==> src/hw/rtl/slte_pkg.sv <==
package slte_pkg;

	localparam int KEY_W    = 32;
	localparam int FUNC_W   = 2;
	localparam int STATUS_W = 2;
	localparam int NODE_W   = 6;
	localparam int COUNT_W  = 7;

	localparam logic [FUNC_W-1:0] OP_INSERT = 2'd0;
	localparam logic [FUNC_W-1:0] OP_DELETE = 2'd1;
	localparam logic [FUNC_W-1:0] OP_SEARCH = 2'd2;
	localparam logic [FUNC_W-1:0] OP_CLEAR  = 2'd3;

	localparam logic [STATUS_W-1:0] ST_OK        = 2'd0;
	localparam logic [STATUS_W-1:0] ST_NOT_FOUND = 2'd1;
	localparam logic [STATUS_W-1:0] ST_DUPLICATE = 2'd2;
	localparam logic [STATUS_W-1:0] ST_FULL      = 2'd3;

endpackage

==> src/hw/rtl/slte_ram.sv <==
module slte_ram #(
	parameter int WIDTH = 32,
	parameter int DEPTH = 64
) (
	input  logic                     clk,
	input  logic                     we,
	input  logic [$clog2(DEPTH)-1:0] waddr,
	input  logic [WIDTH-1:0]         wdata,
	input  logic                     re,
	input  logic [$clog2(DEPTH)-1:0] raddr,
	output logic [WIDTH-1:0]         rdata
);

	logic [WIDTH-1:0] mem [DEPTH];
	logic [WIDTH-1:0] rdata_q;

	always_ff @(posedge clk) begin
		if (we) begin
			mem[waddr] <= wdata;
		end
		if (re) begin
			rdata_q <= mem[raddr];
		end
	end

	assign rdata = rdata_q;

endmodule

==> src/hw/rtl/sorted_list_table_engine.sv <==
// Search, and insert or delete that fails: the request walks the list nodes (at most the element
// count), then passes S_DEC and S_RESP into the result register. Insert that links a node adds the
// link writes of S_INS1 and S_INS2, delete that unlinks a node adds S_DEL2; insert into a full store goes to S_RESP.
// The walk does one node per cycle through the registered read of the key and link memories.
// Clear sweeps all NODES link entries, one rewritten per cycle, then passes S_RESP. One item at
// a time: the next transfer can come in the cycle after the result loads.
// Reset (arst_n low, asynchronous) empties the list; a sweep through all NODES entries then
// rebuilds the free chain in the link memory with in_stall high.
module sorted_list_table_engine #(
	parameter int NODES = 64
) (
	input  logic                          clk,
	input  logic                          arst_n,
	input  logic                          in_valid,
	output logic                          in_stall,
	input  logic [slte_pkg::FUNC_W-1:0]   func,
	input  logic signed [slte_pkg::KEY_W-1:0] key,
	output logic                          out_valid,
	input  logic                          out_stall,
	output logic [slte_pkg::STATUS_W-1:0] status,
	output logic [slte_pkg::NODE_W-1:0]   node_index,
	output logic [slte_pkg::COUNT_W-1:0]  count
);

	localparam int IW = $clog2(NODES);
	localparam int CW = $clog2(NODES + 1);

	localparam logic [2:0] S_CLR  = 3'd0;
	localparam logic [2:0] S_IDLE = 3'd1;
	localparam logic [2:0] S_WALK = 3'd2;
	localparam logic [2:0] S_DEC  = 3'd3;
	localparam logic [2:0] S_INS1 = 3'd4;
	localparam logic [2:0] S_INS2 = 3'd5;
	localparam logic [2:0] S_DEL2 = 3'd6;
	localparam logic [2:0] S_RESP = 3'd7;

	// link format: {valid, index}
	logic [2:0]                          state_q;
	logic [IW-1:0]                       sweep_q;
	logic                                clr_resp_q;
	logic [slte_pkg::FUNC_W-1:0]         op_q;
	logic signed [slte_pkg::KEY_W-1:0]   key_q;
	logic [IW:0]                         cur_q;
	logic [IW:0]                         prev_q;
	logic [IW:0]                         cur_link_q;
	logic                                eq_q;
	logic [IW:0]                         list_head_q;
	logic [IW:0]                         free_head_q;
	logic [CW-1:0]                       count_q;
	logic [slte_pkg::STATUS_W-1:0]       status_q;
	logic [IW-1:0]                       node_q;
	logic                                out_valid_q;
	logic [slte_pkg::STATUS_W-1:0]       out_status_q;
	logic [slte_pkg::NODE_W-1:0]         out_node_q;
	logic [slte_pkg::COUNT_W-1:0]        out_count_q;

	logic                                re;
	logic [IW-1:0]                       raddr;
	logic                                key_we;
	logic [IW-1:0]                       key_waddr;
	logic [slte_pkg::KEY_W-1:0]          key_rd;
	logic                                link_we;
	logic [IW-1:0]                       link_waddr;
	logic [IW:0]                         link_wdata;
	logic [IW:0]                         link_rd;

	logic                                accept;
	logic                                walk_lt;
	logic                                found;
	logic                                resp_load;
	logic [IW:0]                         sweep_nxt;
	logic [IW:0]                         clr_link;

	assign in_stall  = (state_q != S_IDLE);
	assign accept    = in_valid && !in_stall;
	assign walk_lt   = $signed(key_rd) < key_q;
	assign found     = cur_q[IW] && eq_q;
	assign resp_load = (state_q == S_RESP) && (!out_valid_q || !out_stall);
	assign sweep_nxt = {1'b0, sweep_q} + (IW+1)'(1);
	assign clr_link  = {(sweep_nxt < (IW+1)'(NODES)), sweep_nxt[IW-1:0]};

	slte_ram #(.WIDTH(slte_pkg::KEY_W), .DEPTH(NODES)) u_key_ram (
		.clk   (clk),
		.we    (key_we),
		.waddr (key_waddr),
		.wdata (key_q),
		.re    (re),
		.raddr (raddr),
		.rdata (key_rd)
	);

	slte_ram #(.WIDTH(IW + 1), .DEPTH(NODES)) u_link_ram (
		.clk   (clk),
		.we    (link_we),
		.waddr (link_waddr),
		.wdata (link_wdata),
		.re    (re),
		.raddr (raddr),
		.rdata (link_rd)
	);

	always_comb begin
		re         = 1'b0;
		raddr      = list_head_q[IW-1:0];
		key_we     = 1'b0;
		key_waddr  = free_head_q[IW-1:0];
		link_we    = 1'b0;
		link_waddr = sweep_q;
		link_wdata = clr_link;
		unique case (state_q)
			S_CLR: begin
				link_we = 1'b1;
			end
			S_IDLE: begin
				if (accept && func != slte_pkg::OP_CLEAR && list_head_q[IW] &&
						!(func == slte_pkg::OP_INSERT && !free_head_q[IW])) begin
					re = 1'b1;
				end
			end
			S_WALK: begin
				raddr = link_rd[IW-1:0];
				if (walk_lt && link_rd[IW]) begin
					re = 1'b1;
				end
			end
			S_DEC: begin
				raddr = free_head_q[IW-1:0];
				if (op_q == slte_pkg::OP_INSERT && !found) begin
					re     = 1'b1;
					key_we = 1'b1;
				end
				if (op_q == slte_pkg::OP_DELETE && found && prev_q[IW]) begin
					link_we    = 1'b1;
					link_waddr = prev_q[IW-1:0];
					link_wdata = cur_link_q;
				end
			end
			S_INS1: begin
				link_we    = 1'b1;
				link_waddr = node_q;
				link_wdata = cur_q;
			end
			S_INS2: begin
				link_we    = prev_q[IW];
				link_waddr = prev_q[IW-1:0];
				link_wdata = {1'b1, node_q};
			end
			S_DEL2: begin
				link_we    = 1'b1;
				link_waddr = node_q;
				link_wdata = free_head_q;
			end
			S_RESP: begin
			end
			default: begin
			end
		endcase
	end

	always_ff @(posedge clk or negedge arst_n) begin
		if (!arst_n) begin
			state_q     <= S_CLR;
			sweep_q     <= '0;
			clr_resp_q  <= 1'b0;
			list_head_q <= '0;
			free_head_q <= {1'b1, {IW{1'b0}}};
			count_q     <= '0;
			out_valid_q <= 1'b0;
		end else begin
			if (resp_load) begin
				out_valid_q <= 1'b1;
			end else if (!out_stall) begin
				out_valid_q <= 1'b0;
			end
			unique case (state_q)
				S_CLR: begin
					sweep_q <= sweep_nxt[IW-1:0];
					if (sweep_q == IW'(NODES - 1)) begin
						sweep_q    <= '0;
						clr_resp_q <= 1'b0;
						state_q    <= clr_resp_q ? S_RESP : S_IDLE;
					end
				end
				S_IDLE: begin
					if (accept) begin
						if (func == slte_pkg::OP_CLEAR) begin
							list_head_q <= '0;
							free_head_q <= {1'b1, {IW{1'b0}}};
							count_q     <= '0;
							clr_resp_q  <= 1'b1;
							state_q     <= S_CLR;
						end else if (func == slte_pkg::OP_INSERT && !free_head_q[IW]) begin
							state_q <= S_RESP;
						end else if (list_head_q[IW]) begin
							state_q <= S_WALK;
						end else begin
							state_q <= S_DEC;
						end
					end
				end
				S_WALK: begin
					if (!walk_lt || !link_rd[IW]) begin
						state_q <= S_DEC;
					end
				end
				S_DEC: begin
					if (op_q == slte_pkg::OP_INSERT && !found) begin
						state_q <= S_INS1;
					end else if (op_q == slte_pkg::OP_DELETE && found) begin
						if (!prev_q[IW]) begin
							list_head_q <= cur_link_q;
						end
						state_q <= S_DEL2;
					end else begin
						state_q <= S_RESP;
					end
				end
				S_INS1: begin
					free_head_q <= link_rd;
					state_q     <= S_INS2;
				end
				S_INS2: begin
					if (!prev_q[IW]) begin
						list_head_q <= {1'b1, node_q};
					end
					count_q <= count_q + CW'(1);
					state_q <= S_RESP;
				end
				S_DEL2: begin
					free_head_q <= {1'b1, node_q};
					if (count_q != '0) begin
						count_q <= count_q - CW'(1);
					end
					state_q <= S_RESP;
				end
				S_RESP: begin
					if (resp_load) begin
						state_q <= S_IDLE;
					end
				end
				default: begin
					state_q <= S_IDLE;
				end
			endcase
		end
	end

	// datapath registers, no reset
	always_ff @(posedge clk) begin
		case (state_q)
			S_CLR: begin
				status_q <= slte_pkg::ST_OK;
				node_q   <= '0;
			end
			S_IDLE: begin
				op_q     <= func;
				key_q    <= key;
				cur_q    <= list_head_q;
				prev_q   <= '0;
				eq_q     <= 1'b0;
				status_q <= slte_pkg::ST_FULL;
				node_q   <= '0;
			end
			S_WALK: begin
				if (walk_lt) begin
					prev_q <= cur_q;
					cur_q  <= link_rd;
				end else begin
					eq_q       <= ($signed(key_rd) == key_q);
					cur_link_q <= link_rd;
				end
			end
			S_DEC: begin
				node_q <= '0;
				case (op_q)
					slte_pkg::OP_INSERT: begin
						status_q <= slte_pkg::ST_DUPLICATE;
						if (!found) begin
							node_q <= free_head_q[IW-1:0];
						end
					end
					slte_pkg::OP_DELETE, slte_pkg::OP_SEARCH: begin
						status_q <= slte_pkg::ST_NOT_FOUND;
						if (found) begin
							status_q <= slte_pkg::ST_OK;
							node_q   <= cur_q[IW-1:0];
						end
					end
					default: begin
						status_q <= slte_pkg::ST_OK;
					end
				endcase
			end
			S_INS2: begin
				status_q <= slte_pkg::ST_OK;
			end
			default: begin
			end
		endcase
		if (resp_load) begin
			out_status_q <= status_q;
			out_node_q   <= slte_pkg::NODE_W'(node_q);
			out_count_q  <= slte_pkg::COUNT_W'(count_q);
		end
	end

	assign out_valid  = out_valid_q;
	assign status     = out_status_q;
	assign node_index = out_node_q;
	assign count      = out_count_q;

endmodule

==> config.mk <==
export PLATFORM = sky130hd
export DESIGN_NAME = sorted_list_table_engine
export DESIGN_NICKNAME = d
export VERILOG_FILES = /design/src/hw/rtl/slte_pkg.sv /design/src/hw/rtl/slte_ram.sv /design/src/hw/rtl/sorted_list_table_engine.sv
export SDC_FILE = /design/constraint.sdc
export NUM_CORES = 2
export LEC_CHECK = 0
export BUFFER_PORTS_ARGS = -buffer_cell sky130_fd_sc_hd__buf_2
export CAP_MARGIN = 5
export CORE_UTILIZATION = 63
export CTS_CLUSTER_DIAMETER = 100
export DETAILED_ROUTE_END_ITERATION = 6
export HOLD_SLACK_MARGIN = 0.03
export PLACE_DENSITY = 0.83
export REMOVE_ABC_BUFFERS = 1
export SYNTH_ARGS = -nofsm -noshare
export SYNTH_HDL_FRONTEND = slang
export SYNTH_SLANG_ARGS = --single-unit
==> constraint.sdc <==
create_clock -name clk -period 7.8 [get_ports clk]
set_clock_uncertainty 0.1 [all_clocks]
set_input_delay 0.78 -clock clk [delete_from_list [all_inputs] [get_ports clk]]
set_output_delay 0.78 -clock clk [all_outputs]
set_load 0.05 [all_outputs]
# Yosys cells after proc, flatten, opt, wreduce, memory -nomap -nowiden
# Memory sizes are Yosys's and may differ from the RTL's. A register that Yosys moved wholly into a read port is not among the register bits.
# Index checks and enable logic that the tools add are counted.
[word_totals]
ram_bits = 2496
output_inout_bits = 17
elab_cells = 158
mem_count = 2
in_bits = 38
ff_bits = 111
[op_classes]
reduce_logical = 46
n_lt_le_gt_ge = 2
bitwise_logic = 1
eq_ne = 27
addsub = 3
muxes = 59
[memory_table]
columns = ["memory", "words", "width", "rd", "rd_clocked_by_memory_dff", "wr", "line", "text"]
rows = [
  ["u_key_ram.mem", 64, 32, 1, 1, 1, "slte_ram.sv:14", "logic [WIDTH-1:0] mem [DEPTH];"],
  ["u_link_ram.mem", 64, 7, 1, 1, 1, "slte_ram.sv:14", ""],
]
[ops]
columns = ["op", "count"]
rows = [
  ["7-bit 2-to-1 mux", 12],
  ["7-bit one-hot mux with 3 select lines", 3],
  ["6-bit one-hot mux with 2 select lines", 3],
  ["32-bit == test", 1],
  ["32-bit less-than comparator", 1],
  ["7-bit one-hot mux with 2 select lines", 2],
  ["7-bit one-hot mux with 4 select lines", 1],
  ["2-bit != test (second input constant)", 13],
  ["6-bit 2-to-1 mux", 4],
  ["3-bit 2-to-1 mux", 7],
  ["3-bit one-hot mux with 7 select lines", 1],
  ["1-bit 2-to-1 mux", 18],
  ["6-bit one-hot mux with 3 select lines", 1],
  ["3-bit == test (second input constant)", 4],
  ["4-bit AND reduction", 3],
  ["3-bit nonzero test", 4],
  ["1-bit logical AND", 11],
  ["2-bit OR reduction", 5],
  ["1-bit zero test", 8],
  ["6-bit by 1-bit adder with 7-bit output (second input constant)", 1],
  ["7-bit by 1-bit adder with 7-bit output (second input constant)", 1],
  ["7-bit less-than comparator (second input constant)", 1],
  ["7-bit AND reduction", 1],
  ["7-bit nonzero test", 1],
  ["other kinds (21)", 31],
]

# Logic depth before layout (Yosys ltp)
[depth]
depth_word = 8
depth_mapped = 13
mapped_depth_nobuf = 11

# Modules after synthesis
# A second synthesis with hierarchy kept.
[unflattened]
cells_unflattened = 4703
hier_area_um2 = 102667.2
[by_module_without_submodules]
columns = ["mod", "cells_each", "instances", "seq_area_each_um2", "area_per_inst_um2"]
rows = [
  ["slte_ram (u_key_ram)", 3324, 1, 62459.9, 78833.1],
  ["slte_ram (u_link_ram)", 827, 1, 13663.1, 17705.7],
  ["sorted_list_table_engine", 552, 1, 3174.3, 6128.4],
]

# Worst setup path before layout
# No wires, ideal clock.
[synth_timing]
path_kind = "register to register"
startpoint = "reg state_q[0]"
endpoint = "mem u_link_ram.mem[0][5] (netlist name) (data pin)"
period_less_slack_ns = 4.850
path_buffers = 3
slack_ns = 2.950
path_stages_with_launch = 9
setup_time_ns = 0.702
arrival_time_ns = 4.049
t_required_ns = 6.998
path_cell_list = "dfrtp_1 buf_6 clkbuf_1 nand2_1 or2_2 clkbuf_1 nand2_1 o21ai_0 o21ai_0"
[synth_via]
elab_chain_len = 2
word_cells_on_any_way = 5
cone_classes = "eq/ne (4); mux (1)"
[synth_lines]
columns = ["item", "line", "text"]
rows = [
  ["start, declared", "sorted_list_table_engine.sv:38", "logic [2:0] state_q;"],
  ["start signal, assigned", "sorted_list_table_engine.sv:181", "state_q <= clr_resp_q ? S_RESP : S_IDLE;"],
  ["3-bit == test or 3-bit by 2-bit == test with 1-bit output (tied branches)", "sorted_list_table_engine.sv:110", "unique case (state_q)"],
  ["7-bit one-hot mux with 4 select lines (*)", "sorted_list_table_engine.sv:110", ""],
  ["net link_wdata[5]", "sorted_list_table_engine.sv:64", "logic [IW:0] link_wdata;"],
  ["end, declared", "slte_ram.sv:14", ""],
]
# Mark *: on every way through the listed nets, which the timed path passes. The rest lies on a longest branch.

# Worst setup path in the final report
[layout_timing]
startpoint = "reg key_q[31] (netlist name)"
endpoint = "reg u_key_ram.rdata_q[0] (netlist: u_key_ram.rdata[0]), read port of u_key_ram.mem (enable)"
[layout_via]
elab_chain_len = 4
[layout_lines]
columns = ["item", "line", "text"]
rows = [
  ["start, declared", "sorted_list_table_engine.sv:42", "logic signed [slte_pkg::KEY_W-1:0] key_q;"],
  ["start signal, assigned", "sorted_list_table_engine.sv:257", "key_q <= key;"],
  ["32-bit less-than comparator", "sorted_list_table_engine.sv:76", "assign walk_lt = $signed(key_rd) < key_q;"],
  ["1-bit logical AND", "sorted_list_table_engine.sv:122", "if (walk_lt && link_rd[IW]) begin"],
  ["1-bit 2-to-1 mux", "sorted_list_table_engine.sv:122", ""],
  ["1-bit one-hot mux with 3 select lines", "sorted_list_table_engine.sv:110", ""],
  ["net re", "sorted_list_table_engine.sv:57", "logic re;"],
  ["end, declared", "slte_ram.sv:15", "logic [WIDTH-1:0] rdata_q;"],
]
# The timed path passes the listed nets, and every way through them passes these cells.
# A chain may end at the register's enable or synchronous reset.

==> reports/results.ini <==
[yosys]
synthCells = 6985
synth_xor_area_share_pct = 0.0833
ys_seq_elements = 2646
synth_compound_area_share_pct = 4.53
seq_area_frac_synth_pct = 75.5
synth_edf_count = 2614
synth_area_um2 = 105000
yosys.area_share.simple_pct = 9.81
synthAdderAreaFrac_pct = 0.507
synth-warning-count = 0
synth.distinct_cells = 63
synth_mux_area_share_pct = 7.61
synth-async-reset-ratio_pct = 1.21
syn_avg_cell_area_um2 = 15.0
synth_top_family_by_area = simple AND/OR/NAND/NOR gates
synthFlopType = edfxtp_1

[routing]
wl_mm = 287
drt_iter0_drc = 12000
wl_met3_mm = 40.0
drc_errors = 13
wl_met1_mm = 93.4
drtPass1Iterations = 7
met2_length_mm = 134
wl_per_cell_um = 30.3
ant_nets = 0
highest_layer = met5
via_per_inst = 6.98
vias = 66000

[grt]
track_usage_pct = 33.6
grt-ovfl-total = 0
grt_start_max_net_pins = 167
grt_pass1_vias = 64600
grt_pass1_wl_mm = 414
antenna_found_initial = 23

[pwr]
p_total_w = 0.0271
leakage_nw = 41.3
ir_drop_mv = 0.300
p_per_area_nw_per_um2 = 233

[sta]
post-route-period-util_pct = 80.0
finalSetupTns_ns = 0
worst_pin_slew_ns = 1.32
hold_violations = 0
finalWorstPathRequiredPeriod_ns = 6.24
relSlewSlack_pct = 11.7
slew_viol_final = 0
rsz0062_at_grt = false
setup_viol = 0
fmax_mhz = 160

[clock_tree]
cts_buffer_depth = 3
root_buffer = clkbuf_16
clkTransAtPathRegs_ns = 0.06
cts-resized-gates = 0
cts-buffers-inserted = 239
h-tree-depth = 4
cts.sinks = 2646
worstSkewPairLatency_ns = 0.88
cts_tree = built

[placement]
postPlaceCellArea_um2 = 108000
globalplace.congestion = 0.915
dpl.hpwl_mm = 156
portBuffers = 54

[setup_path]
cp.depth = 10
crit_chain = buf_4, inv_1, ha_1, nand2_1, nor3_1, a31oi_1, o2111ai_1, o32ai_1, a31o_2, buf_4
cpMostUsedCell = buf_4
cp.required_ns = 8.15
cp_top_family = compound AO/OA/AOI/OAI gates
cp_slowest_cell = o32ai_1
crit_buf_inv = 3
start_kind = flop
cp_max_fo = 65
cp_slowest_stage_delay_ns = 0.98
rr_endpoint = u_key_ram.rdata[0]
criticalPathCategory = flop to flop
cp_data_arrival_time_ns = 6.59
rr_startpoint = key_q[31]
r2r_slack_ns = 1.56
crit_start = key_q[31]
crit_path_end = u_key_ram.rdata[0]
cp-end-kind = flop
reg2reg_depth = 10

[cells_and_area]
drive_gt1_share_pct = 10.2
area_growth_pct = 10.8
design_area_um2 = 116000
nets = 7129

[outcome]
violations = DRC
outcome = finished, violations left

[die]
die_area_um2 = 168000
die_x_um = 410
rows = 149
dieHeight_um = 410
start_util_pct = 63.5
pin_count = 55
core_area_um2 = 165000

[hold_path]
min_path_type = input pin to flop

[flow_run]
cap_violations = 0

==> cells in the final DEF, fill, tap and decap left out, types with 52 or more instances in the layout <==
cell	n
edfxtp_1	2614
nand2_1	1255
nand3_1	640
mux2i_1	599
clkbuf_16	245
a21oi_1	188
buf_4	152
o21ai_0	146
o221ai_1	122
a31oi_1	122
nor2_1	113
nand4_1	86
mux4_2	82
nor3_1	82
o22ai_1	79
nor2_4	71
clkbuf_1	64
buf_2	54
clkinv_1	52
==> stage by stage <==
step	hold WS, ns	cells	util [%]	setup WS (ns)
after floorplan	0.300	6555	-	-53.18
after global routing	0.0554	9446	70.4	1.84
after CTS	0.0354	9443	70.4	1.98
after detailed placement	0.317	8963	65.5	2.04
after global placement	0.321	8963	65.5	2.16
final	0.0772	9450	70.4	1.56
==> kinds of logic after synthesis <==
logic type,count (synthesis)
flip-flops,2646
multiplexers,694
adder cells (fa/ha/maj),42
AND/OR/NAND/NOR,2357
AO/OA/AOI/OAI,756
XOR/XNOR,10
buffers and inverters,480
==> power by group <==
group / internal, W / total (W) / switching [W] / leakage, nW
sequential: 0.0154 / 0.0154 / 0.0000000000000000000260 / 23.7
clock: 0.00654 / 0.0117 / 0.00513 / 3.77
combinational: 0.0000178 / 0.0000301 / 0.0000123 / 13.9
total: 0.0219 / 0.0271 / 0.00515 / 41.3
==> cell type report <==
class	count	area [um^2]
sequential	2646	79300
fill	9627	49000
multi-input combinational	3859	24400
clock buffer	309	6370
tap	2189	2740
timing repair buffer	253	2010
clock inverter	138	1370
inverter	50	188
antenna	6	15.0
==> cell usage after synthesis, types with 3 or more instances <==
| cell | number | area share, % |
|---|---|---|
| a31oi_1 | 122 | 0.73 |
| edfxtp_1 | 2614 | 75 |
| o221ai_1 | 123 | 1.0 |
| or4_1 | 38 | 0.27 |
| dfrtp_1 | 31 | 0.74 |
| a22oi_1 | 50 | 0.36 |
| clkbuf_1 | 239 | 0.85 |
| xor2_1 | 7 | 0.058 |
| buf_4 | 19 | 0.14 |
| nor3_1 | 84 | 0.40 |
| ha_1 | 41 | 0.49 |
| mux4_2 | 82 | 1.8 |
| or2_2 | 3 | 0.018 |
| a21oi_1 | 189 | 0.90 |
| o21a_1 | 3 | 0.021 |
| buf_6 | 13 | 0.14 |
| o22ai_1 | 79 | 0.47 |
| mux2_2 | 8 | 0.086 |
| nand2_1 | 1259 | 4.5 |
| and4_1 | 3 | 0.025 |
| a222oi_1 | 4 | 0.038 |
| buf_2 | 108 | 0.51 |
| mux2i_1 | 602 | 5.7 |
| nand3b_1 | 6 | 0.043 |
| buf_1 | 50 | 0.18 |
| or3_1 | 3 | 0.018 |
| nand3_1 | 640 | 3.0 |
| nor2b_1 | 13 | 0.077 |
| and3_1 | 5 | 0.030 |
| inv_1 | 50 | 0.18 |
| o21ai_0 | 150 | 0.71 |
| a21o_1 | 17 | 0.12 |
| nor4_1 | 3 | 0.018 |
| nor2_1 | 184 | 0.66 |
| xnor2_1 | 3 | 0.025 |
| nand2b_1 | 11 | 0.065 |
| and2_1 | 13 | 0.077 |
| nand4_1 | 86 | 0.51 |
==> state kept, by name, summed over array words and instances (netlist names), 7 cells and up <==
signal	flops
count	7
count_q	7
cur_link_q	7
cur_q	7
free_head_q	7
key_q	32
list_head_q	7
prev_q	7
u_key_ram.mem	2048
u_key_ram.rdata	32
u_link_ram.mem	448
u_link_ram.rdata	7
==> worst min path at each step <==
stage / depth (start not counted) / end / from / slack [ns]
global placement: 0 / status[1] / status_q[1] / 0.32
finish: 1 / op_q[1] / func[1] / 0.08
global route: 1 / op_q[1] / func[1] / 0.06
floorplan: 0 / status[0] / status_q[0] / 0.30
CTS: 1 / op_q[1] / func[1] / 0.04
detailed placement: 0 / status[0] / status_q[0] / 0.32
==> per-layer routing <==
layer	vias to the layer above	global-route usage [%]
met5	-	0
met4	18	19.4
met3	1389	9.12
met2	5994	53.2
met1	31800	42.1
li1	26800	-
==> what timing repair did <==
action	CTS	global route
endpoints found under the hold margin	63	0
buffers inserted	0	0
hold buffers	33	0
(Power assumes the default switching activity.)
